--- src/rtl/msr_pkg.sv ---
// Shared types and constants for the motor speed ramp block.
// Defines the command word, the result word and reset values; no dependencies.
package msr_pkg;

    localparam int SPEED_W    = 9;
    localparam int DUTY_W     = 8;
    localparam int INTERVAL_W = 16;
    localparam int S_TDATA_W  = 32;
    localparam int M_TDATA_W  = 24;

    localparam logic [DUTY_W-1:0]     SPEED_LIMIT_RESET = 8'd102;
    localparam logic [INTERVAL_W-1:0] INTERVAL_RESET    = 16'd1;

    // item modes carried in tuser
    localparam logic MODE_COMMAND = 1'b0;
    localparam logic MODE_TICK    = 1'b1;

    typedef struct packed {
        logic                         mode;
        logic signed [SPEED_W-1:0]    target_speed;
        logic        [INTERVAL_W-1:0] step_interval;
    } item_t;

    typedef struct packed {
        logic              limit_hit;
        logic              ramping;
        logic              going_forward;
        logic [DUTY_W-1:0] reverse_duty;
        logic [DUTY_W-1:0] forward_duty;
    } result_t;

endpackage

--- src/rtl/motor_speed_ramp_with_direction.sv ---
// Top level of the motor speed ramp: stream ports, input and result registers.
// Depends on msr_pkg and msr_ramp_core.
// An accepted word goes from the input register to the result register, then m_axis.
// Throughput: one word per cycle unless m_axis_tready holds the result register;
// the ramp state updates in a single pass as a word leaves the input register.
// Reset (aresetn, synchronous, active low): speed, goal and tick count to 0,
// interval to 1, limit to 102, both stages empty.
module motor_speed_ramp_with_direction (
    input  logic                            aclk,
    input  logic                            aresetn,
    input  logic                            cfg_wr_en,
    input  logic [7:0]                      cfg_wr_data,   // speed_limit
    input  logic                            s_axis_tvalid,
    output logic                            s_axis_tready,
    // [8:0] target_speed, [24:9] step_interval, zero fill
    input  logic [msr_pkg::S_TDATA_W-1:0]   s_axis_tdata,
    input  logic                            s_axis_tuser,  // mode
    output logic                            m_axis_tvalid,
    input  logic                            m_axis_tready,
    // [7:0] forward_duty, [15:8] reverse_duty, [16] going_forward,
    // [17] ramping, [18] limit_hit, zero fill
    output logic [msr_pkg::M_TDATA_W-1:0]   m_axis_tdata
);
    import msr_pkg::*;

    logic [DUTY_W-1:0] limit_reg;
    logic              in_valid_reg;
    item_t             in_item_reg;
    logic              out_valid_reg;
    result_t           out_result_reg;
    result_t           core_result;
    logic              advance;

    // move a word forward when the result slot is free or being drained
    assign advance       = in_valid_reg && (!out_valid_reg || m_axis_tready);
    assign s_axis_tready = !in_valid_reg || advance;

    // hold the speed limit register
    always_ff @(posedge aclk) begin
        if (!aresetn) begin
            limit_reg <= SPEED_LIMIT_RESET;
        end else if (cfg_wr_en) begin
            limit_reg <= cfg_wr_data;
        end
    end

    // input register
    always_ff @(posedge aclk) begin
        if (!aresetn) begin
            in_valid_reg <= 1'b0;
        end else if (s_axis_tready) begin
            in_valid_reg <= s_axis_tvalid;
        end
    end

    always_ff @(posedge aclk) begin
        if (s_axis_tready && s_axis_tvalid) begin
            in_item_reg.mode          <= s_axis_tuser;
            in_item_reg.target_speed  <= s_axis_tdata[SPEED_W-1:0];
            in_item_reg.step_interval <= s_axis_tdata[SPEED_W+INTERVAL_W-1:SPEED_W];
        end
    end

    msr_ramp_core u_core (
        .clk         (aclk),
        .rstn        (aresetn),
        .step_en     (advance),
        .item        (in_item_reg),
        .speed_limit (limit_reg),
        .result      (core_result)
    );

    // result register
    always_ff @(posedge aclk) begin
        if (!aresetn) begin
            out_valid_reg <= 1'b0;
        end else if (advance) begin
            out_valid_reg <= 1'b1;
        end else if (m_axis_tready) begin
            out_valid_reg <= 1'b0;
        end
    end

    always_ff @(posedge aclk) begin
        if (advance) begin
            out_result_reg <= core_result;
        end
    end

    assign m_axis_tvalid = out_valid_reg;
    assign m_axis_tdata  = {{(M_TDATA_W - $bits(result_t)){1'b0}}, out_result_reg};

endmodule

--- src/rtl/msr_ramp_core.sv ---
// Ramp state and one-pass update: clamp, tick counting, unit step, duty split.
// Depends on msr_pkg.
module msr_ramp_core (
    input  logic                            clk,
    input  logic                            rstn,
    input  logic                            step_en,
    input  msr_pkg::item_t                  item,
    input  logic [msr_pkg::DUTY_W-1:0]      speed_limit,
    output msr_pkg::result_t                result
);
    import msr_pkg::*;

    logic signed [SPEED_W-1:0]    current_reg, current_next;
    logic signed [SPEED_W-1:0]    goal_reg, goal_next;
    logic        [INTERVAL_W-1:0] interval_reg, interval_next;
    logic        [INTERVAL_W-1:0] tick_reg, tick_next;
    logic                         clamp_reg, clamp_next;

    logic signed [SPEED_W:0]      target_ext;
    logic signed [SPEED_W:0]      lim_pos;
    logic signed [SPEED_W:0]      lim_neg;
    logic        [INTERVAL_W-1:0] tick_inc;
    logic signed [SPEED_W-1:0]    speed_mag;

    // clamp bounds widened so the full target range compares cleanly
    assign target_ext = {item.target_speed[SPEED_W-1], item.target_speed};
    assign lim_pos    = $signed({2'b00, speed_limit});
    assign lim_neg    = -lim_pos;
    assign tick_inc   = tick_reg + 1'b1;

    // next state for one word
    always_comb begin
        current_next  = current_reg;
        goal_next     = goal_reg;
        interval_next = interval_reg;
        tick_next     = tick_reg;
        clamp_next    = clamp_reg;
        if (item.mode == MODE_COMMAND) begin
            tick_next     = '0;
            interval_next = (item.step_interval == '0) ? INTERVAL_RESET : item.step_interval;
            if (target_ext > lim_pos) begin
                goal_next  = lim_pos[SPEED_W-1:0];
                clamp_next = 1'b1;
            end else if (target_ext < lim_neg) begin
                goal_next  = lim_neg[SPEED_W-1:0];
                clamp_next = 1'b1;
            end else begin
                goal_next  = item.target_speed;
                clamp_next = 1'b0;
            end
        end else if (current_reg != goal_reg) begin
            tick_next = tick_inc;
            if (tick_inc >= interval_reg) begin
                tick_next    = '0;
                current_next = (current_reg < goal_reg) ? current_reg + SPEED_W'(1)
                                                        : current_reg - SPEED_W'(1);
            end
        end else begin
            tick_next = '0;
        end
    end

    // advance state on an accepted word
    always_ff @(posedge clk) begin
        if (!rstn) begin
            current_reg  <= '0;
            goal_reg     <= '0;
            interval_reg <= INTERVAL_RESET;
            tick_reg     <= '0;
            clamp_reg    <= 1'b0;
        end else if (step_en) begin
            current_reg  <= current_next;
            goal_reg     <= goal_next;
            interval_reg <= interval_next;
            tick_reg     <= tick_next;
            clamp_reg    <= clamp_next;
        end
    end

    // split signed speed into per-direction duty
    assign speed_mag = -current_next;
    always_comb begin
        result.going_forward = ~current_next[SPEED_W-1];
        result.forward_duty  = current_next[SPEED_W-1] ? '0 : current_next[DUTY_W-1:0];
        result.reverse_duty  = current_next[SPEED_W-1] ? speed_mag[DUTY_W-1:0] : '0;
        result.ramping       = (current_next != goal_next);
        result.limit_hit     = clamp_next;
    end

    // speed moves at most one unit per word
    a_unit_step: assert property (@(posedge clk) disable iff (!rstn)
        1'b1 |=> ((current_reg - $past(current_reg)) == 0
               || (current_reg - $past(current_reg)) == 1
               || (current_reg - $past(current_reg)) == -1))
        else $error("speed jumped by more than one unit");

    // a command never moves the speed
    a_cmd_hold: assert property (@(posedge clk) disable iff (!rstn)
        (step_en && item.mode == MODE_COMMAND) |=> $stable(current_reg))
        else $error("speed changed on a command word");

    // tick count stays below the interval
    a_tick_bound: assert property (@(posedge clk) disable iff (!rstn)
        (tick_reg == '0) || (tick_reg < interval_reg))
        else $error("tick count reached interval without a step");

    // at most one direction has nonzero duty
    a_one_dir: assert property (@(posedge clk) disable iff (!rstn)
        (result.forward_duty == '0) || (result.reverse_duty == '0))
        else $error("both duties active");

endmodule
--- config.mk ---
export PLATFORM = sky130hd
export DESIGN_NAME = motor_speed_ramp_with_direction
export DESIGN_NICKNAME = d
export VERILOG_FILES = /design/src/rtl/msr_pkg.sv /design/src/rtl/motor_speed_ramp_with_direction.sv /design/src/rtl/msr_ramp_core.sv
export SDC_FILE = /design/constraint.sdc
export NUM_CORES = 1
export LEC_CHECK = 0
export ABC_AREA = 1
export ABC_CLOCK_PERIOD_IN_PS = 5740
export BUFFER_PORTS_ARGS = -buffer_cell sky130_fd_sc_hd__buf_4
export CAP_MARGIN = 20
export CORE_MARGIN = 5
export CORE_UTILIZATION = 40
export CTS_BUF_LIST = sky130_fd_sc_hd__clkbuf_4 sky130_fd_sc_hd__clkbuf_8
export DETAILED_ROUTE_END_ITERATION = 7
export PLACE_DENSITY_LB_ADDON = 0.2
export SKIP_LAST_GASP = 1
export SYNTH_ARGS = -nofsm -noshare
export SYNTH_HDL_FRONTEND = slang
export SYNTH_HIERARCHICAL = 1
export SYNTH_SLANG_ARGS = --single-unit
--- constraint.sdc ---
create_clock -name aclk -period 5.74 [get_ports aclk]
set_input_delay 0.574 -clock aclk [delete_from_list [all_inputs] [get_ports aclk]]
set_output_delay 0.574 -clock aclk [all_outputs]
set_load 0.005 [all_outputs]
==> flow_summary.json, run 1 <==
{
  "finalSetupTns_ns": 0,
  "synth_common_cells": "nand2_1, inv_1, nor2_1",
  "largest_reg_flops": 26,
  "postLayoutCoreUtil": 0.465,
  "powerDensity_mw_per_mm2": 268,
  "p_switching_mw": 0.696,
  "die_w_um": 136,
  "dr.pass1.iters": 5,
  "drc": 0,
  "hp-class": "in2reg",
  "internal_power_mw": 1.21,
  "rows": 45,
  "grt_setup_unrepaired": "false",
  "comb_power_share": 0.289,
  "drive_gt1_frac": 0.147,
  "syn_area_sq_mm": 0.00630,
  "post_cts_buffers": 0,
  "period_needed_ns": 4.76,
  "clock_skew_ns": 0.0113,
  "required_ns": 5.90,
  "port_buffers": 59,
  "synth_cell_type_count": 46,
  "ctsResizeCount": 0,
  "crit_chain": "ha_1 > nand3_1 > nor3b_1 > nand3_1 > nor3_1 > nand3_1 > nor2_1 > xor2_1 > ha_1 > nand2_1 > nor4_2 > nand3_1 > nand3_1 > nand2_1 > inv_2 > nand2_1 > nand2_1 > ha_1 > nand3_2 > nor2_1 > nand3_1 > nand2_2 > nor2_2",
  "yosysTopAreaCellShare": 0.214,
  "syn_avg_cell_area_sq_um": 7.93,
  "yosysSeqAreaShare": 0.408,
  "ios": 72,
  "place_congestion": 0.863,
  "crit_type": "reg2reg",
  "p_clk_frac": 0.255,
  "setup_violations": 0,
  "finalCritPeriodShare": 0.829,
  "wl_per_cell_um": 12.9,
  "slew-limit-headroom": 0.333,
  "worst_path_largest_cell_delay_ns": 0.42,
  "critPathSlowestCell": "dfxtp_1",
  "grt_pass1_wl_um": 23000,
  "grt_max_degree": 43,
  "finalWorstSetupSlack_ns": 0.983,
  "htree_levels": 3,
  "drt-initial-drc-count": 311,
  "ys.warnings.count": 6,
  "switching_share": 0.364,
  "syn_to_final_growth_pct": 12.9,
  "clock-sinks": 106,
  "clock_latency_ns": 0.40,
  "synthFlopType": "dfxtp_1",
  "dp_hpwl_um": 10400,
  "diodes": 0,
  "drv_cap": 0,
  "synth_edf_count": 45,
  "status": "finished, final reports clean",
  "p_leak_nw": 3.23,
  "fin_area_sq_mm": 0.00712,
  "place_ws_ns": 0.949,
  "worst_pin_slew_ns": 0.999,
  "synth_async_sr_flop_share": 0,
  "cp.arrival_ns": 4.92,
  "final_nets": 937,
  "timing.fmax_mhz": 210,
  "place_area_sq_mm": 0.00690,
  "gr-total-overflow": 0,
  "clk_pin_slew_ns": 0.12,
  "ir_drop_v": 0.000148,
  "slew_violations": 0,
  "sequentialPowerShare": 0.456,
  "drt-total-wl_um": 13700,
  "via_per_inst": 4.82,
  "hold_viol_final": 0,
  "crit_path_start_kind": "flip-flop",
  "antenna_found_initial": 0,
  "synth_seq_cells": 106,
  "synthMostInstantiatedCell": "nand2_1",
  "clockBufferDepth": 2,
  "critPathMaxFanout": 11,
  "grt_pass1_vias": 4766,
  "vias": 5117,
  "die_h_um": 136,
  "clock-root-buffer": "clkbuf_8",
  "crit_path_frequent_cell": "nand3_1",
  "postSynthCellCount": 795,
  "synth_top_cells_by_area": "edfxtp_1, dfxtp_1, nand2_1",
  "cts_tree": "done",
  "core-area_sq_mm": 0.0153,
  "antenna_left": 0,
  "grt_usage": 0.154,
  "cts_made_buffers": 9,
  "endpoint_kind": "flip-flop",
  "dieArea_sq_mm": 0.0184,
  "initial_core_util": 0.412,
  "cts_hold_buffers": 0,
  "synth_top_area_cell": "edfxtp_1"
}
-- layer usage --
layer	track usage	share of wire	vias to the layer above
met4	0.0426	0.012	0
met2	0.252	0.46	94
met1	0.211	0.49	2293
li1	-	-	2718
met3	0.0286	0.041	12
met5	0	0	-
-- kinds of logic after synthesis --
| group | count (synthesis) | share of synthesized area |
|---|---|---|
| simple gates | 358 | 0.255 |
| buf+inv | 140 | 0.0937 |
| compound gates | 120 | 0.118 |
| flops | 106 | 0.408 |
| fa+ha+maj | 46 | 0.0913 |
| xor+xnor | 24 | 0.0333 |
| other cells | 1 | 0.000595 |
-- area by class of cell --
class                           instances  area [sq um]
Sequential cell                       106          2570
Multi-Input combinational cell        553          3170
Fill cell                            1552          8200
Timing Repair Buffer                   62           465
Inverter                              113           434
Clock buffer                            9           124
Tap cell                              211           264
Clock inverter                          7          88.8
-- path summary, 6_finish.rpt --
check                           slack (ns)          startpoint                 end  cells past startpoint
worst max register to register        0.98  u_core/tick_reg[0]    m_axis_tdata[14]                     23
worst max-delay path                  0.98  u_core/tick_reg[0]    m_axis_tdata[14]                     23
worst min-delay path                  0.34    s_axis_tdata[23]     in_item_reg[14]                      1
worst min register to register        0.48  u_core/goal_reg[6]  u_core/goal_reg[6]                      2
-- worst max-delay path: cells and delay by family (launching register included) --
kind | cells | cell delay (ns)
flops | 1 | 0.42
simple gates | 18 | 2.97
xor+xnor | 1 | 0.24
buf+inv | 1 | 0.28
fa+ha+maj | 3 | 0.61
-- power by group through the flow --
stage               logic (mW)  clock network, mW  registers [mW]
global route             0.633              0.536           0.878
global placement         0.549                  0           0.888
floorplan                0.425                  0           0.878
finish                   0.551              0.487           0.871
detailed placement       0.552                  0           0.889
CTS                      0.554              0.509           0.872
-- cells in the final DEF (no fill, tap or decap), drive strengths merged --
cell / n
clkbuf: 9
edfxtp: 45
buf: 62
nand3: 55
or2: 1
o31ai: 1
xor2: 20
o21bai: 1
o41ai: 3
nand3b: 2
o21ai: 29
o21a: 4
dfxtp: 61
clkinv: 6
nor3b: 3
a22oi: 16
inv: 114
nor2: 92
ha: 46
xnor2: 4
conb: 5
a21oi: 41
o211ai: 9
nor4: 6
o22ai: 1
nand4: 10
nand2: 182
a211oi: 15
nor3: 7
-- metrics by stage --
step / hold slack [ns] / cells / power [mW]
after detailed placement: 0.457 / 1045 / 1.44
after global placement: 0.447 / 1045 / 1.44
after global routing: 0.311 / 1061 / 2.05
final: 0.341 / 1061 / 1.91
after CTS: 0.312 / 1061 / 1.93
after floorplan: 0.429 / 799 / 1.30
(Power assumes the default switching activity.)
==> run 2: changes to the inputs <==
ABC_AREA = 0   (was 1)
ABC_CLOCK_PERIOD_IN_PS = 4650   (was 5740)
clock period = 4.65 ns   (was 5.74 ns; I/O delays follow)
==> flow_summary.json, run 2 <==
{
  "status": "finished, final reports clean",
  "slew_violations": 0,
  "cts_made_buffers": 9,
  "gr-total-overflow": 0,
  "grt_pass1_vias": 4819,
  "r2r_end": "m_axis_tdata[14]",
  "final_cells": 912,
  "finalCritPeriodShare": 0.927,
  "cp_top_family": "simple AND/OR/NAND/NOR gates",
  "rrSetupSlack_ns": 0.34,
  "clock_latency_ns": 0.39,
  "clk_pin_slew_ns": 0.10,
  "drt-total-wl_um": 13900,
  "worst_pin_slew_ns": 0.865,
  "rows": 45,
  "diodes": 0,
  "multiInputGateArea_sq_mm": 0.00335,
  "die_h_um": 134,
  "htree_levels": 3,
  "largest_reg_flops": 26,
  "synth_common_cells": "nand2_1, nor2_1, dfxtp_1",
  "p_leak_nw": 2.85,
  "critPathSlowestCell": "dfxtp_1",
  "ys.warnings.count": 6,
  "grt_setup_unrepaired": "false",
  "synth_async_sr_flop_share": 0,
  "drive_gt1_frac": 0.167,
  "crit_path_frequent_cell": "a21oi_1",
  "core-area_sq_mm": 0.0152,
  "yosysSeqAreaShare": 0.416,
  "endpoint_kind": "flip-flop",
  "dp.cells": 894,
  "clock_skew_ns": 0.0116,
  "drc": 0,
  "critPathMaxFanout": 6,
  "synthFlopType": "dfxtp_1",
  "syn_avg_cell_area_sq_um": 9.47,
  "hp-class": "in2reg",
  "dp_hpwl_um": 10600,
  "period_needed_ns": 4.31,
  "clock-root-buffer": "clkbuf_8",
  "antenna_left": 0,
  "whs_endpoint": "in_item_reg[2]",
  "seq_area_sq_mm": 0.00257,
  "cts_hold_buffers": 0,
  "slew-limit-headroom": 0.422,
  "crit_path_start_kind": "flip-flop",
  "syn_to_final_growth_pct": 15.0,
  "place_congestion": 0.872,
  "final_cell_mix": "buf_4, nand2_1, nor2_1",
  "vias": 4862,
  "port_buffers": 59,
  "hold_path_depth": 1,
  "hp-start": "s_axis_tdata[11]",
  "required_ns": 4.89,
  "final_nets": 811,
  "via_per_inst": 5.33,
  "clockBufferDepth": 2,
  "synth_edf_count": 45,
  "ir_drop_v": 0.000184,
  "crit_type": "reg2reg",
  "synthMostInstantiatedCell": "nand2_1",
  "worst_path_largest_cell_delay_ns": 0.42,
  "syn_area_sq_mm": 0.00618,
  "cp.arrival_ns": 4.54,
  "powerDensity_mw_per_mm2": 310,
  "drt-initial-drc-count": 258,
  "wl_per_cell_um": 15.2,
  "r2r_cells": 18,
  "ios": 72,
  "finalSetupTns_ns": 0,
  "setup_violations": 0,
  "clock-sinks": 106,
  "synth_top_area_cell": "edfxtp_1",
  "crit_buf_inv": 1,
  "synth_cell_type_count": 68,
  "timing.rr.start": "u_core/tick_reg[2]",
  "dieArea_sq_mm": 0.0180,
  "synth_top_cells_by_area": "edfxtp_1, dfxtp_1, ha_1",
  "timing.fmax_mhz": 232,
  "initial_core_util": 0.407,
  "synth_seq_cells": 106,
  "postSynthCellCount": 653,
  "antenna_found_initial": 0,
  "cts_tree": "done",
  "dr.pass1.iters": 5,
  "grt_usage": 0.159,
  "die_w_um": 134,
  "grt_max_degree": 37,
  "fillCellCount": 1474,
  "yosysTopAreaCellShare": 0.219,
  "crit_chain": "and4_1 > nand4_1 > nor2_2 > and3_1 > and3_1 > nand3_1 > xnor2_1 > ha_1 > a21oi_1 > o21ai_1 > nor3_2 > a21o_1 > nor2_2 > a21oi_1 > ha_1 > inv_1 > or3_1 > a21oi_1",
  "drv_cap": 0,
  "hold_viol_final": 0,
  "grt_pass1_wl_um": 23200,
  "final_common_cell": "buf_4"
}
[run 2: power by group]
group	total, mW	leakage [nW]	internal (mW)	switching (mW)
Combinational	0.551	1.81	0.240	0.311
Sequential	1.06	0.928	1.02	0.0355
Clock	0.595	0.107	0.264	0.331
[run 2: logic make-up (layout without fill, tap and decap cells)]
group,after synthesis,count (layout),synth area share
AND/OR/NAND/NOR,226,226,0.175
AO/OA/AOI/OAI,138,138,0.164
adder cells (fa/ha/maj),46,46,0.0931
other,1,5,0.000607
XOR/XNOR,47,47,0.0745
multiplexers,17,17,0.0275
flip-flops,106,106,0.416
buffers and inverters,72,139,0.0496
[run 2: per-layer routing]
layer	part of all wire	track usage	wire [um]	up-vias
met5	0	0	0	-
met4	0.017	0.0481	235	0
met3	0.053	0.0375	734	20
met2	0.46	0.263	6380	111
met1	0.47	0.207	6520	2275
li1	-	-	-	2456
[run 2: repair_timing]
item	CTS	global route
endpoints found under the setup margin	0	5
setup buffers	0	2
resized for setup	0	5
[run 2: worst max path at each step]
stage               slack, ns                to               start  cells past startpoint
CTS                      0.16  m_axis_tdata[15]  u_core/tick_reg[2]                     18
global route             0.03  m_axis_tdata[15]  u_core/tick_reg[2]                     18
floorplan                0.68  m_axis_tdata[15]  u_core/tick_reg[2]                     17
detailed placement       0.22  m_axis_tdata[15]  u_core/tick_reg[2]                     18
finish                   0.34  m_axis_tdata[14]  u_core/tick_reg[2]                     18
global placement         0.25  m_axis_tdata[15]  u_core/tick_reg[2]                     18
[run 2: cell type report]
cell class | instances | area share
clock buffers | 10 | 0.0185
clock inverters | 6 | 0.0104
inverters | 46 | 0.0246
multi-input cells | 479 | 0.470
flip-flops and latches | 106 | 0.362
well taps | 188 | 0.0331
repair buffers | 77 | 0.0813
[run 2: through the flow]
step | util | total power [mW] | setup WS (ns) | instance area (sq um) | hold slack [ns]
after floorplan | - | 1.45 | 0.678 | 6200 | 0.432
final | 0.468 | 2.20 | 0.341 | 7110 | 0.249
after detailed placement | 0.452 | 1.62 | 0.218 | 6870 | 0.445
after global routing | 0.468 | 2.33 | 0.0312 | 7110 | 0.214
after CTS | 0.465 | 2.22 | 0.164 | 7080 | 0.214
after global placement | 0.452 | 1.61 | 0.248 | 6870 | 0.440
[run 2: worst reg2reg max path: stages (launching register included)]
cell,delay (ns)
dfxtp_1,0.42
and4_1,0.25
nand4_1,0.21
nor2_2,0.22
and3_1,0.23
and3_1,0.25
nand3_1,0.12
xnor2_1,0.20
ha_1,0.27
a21oi_1,0.15
o21ai_1,0.11
nor3_2,0.30
a21o_1,0.27
nor2_2,0.10
a21oi_1,0.23
ha_1,0.25
inv_1,0.07
or3_1,0.36
a21oi_1,0.16
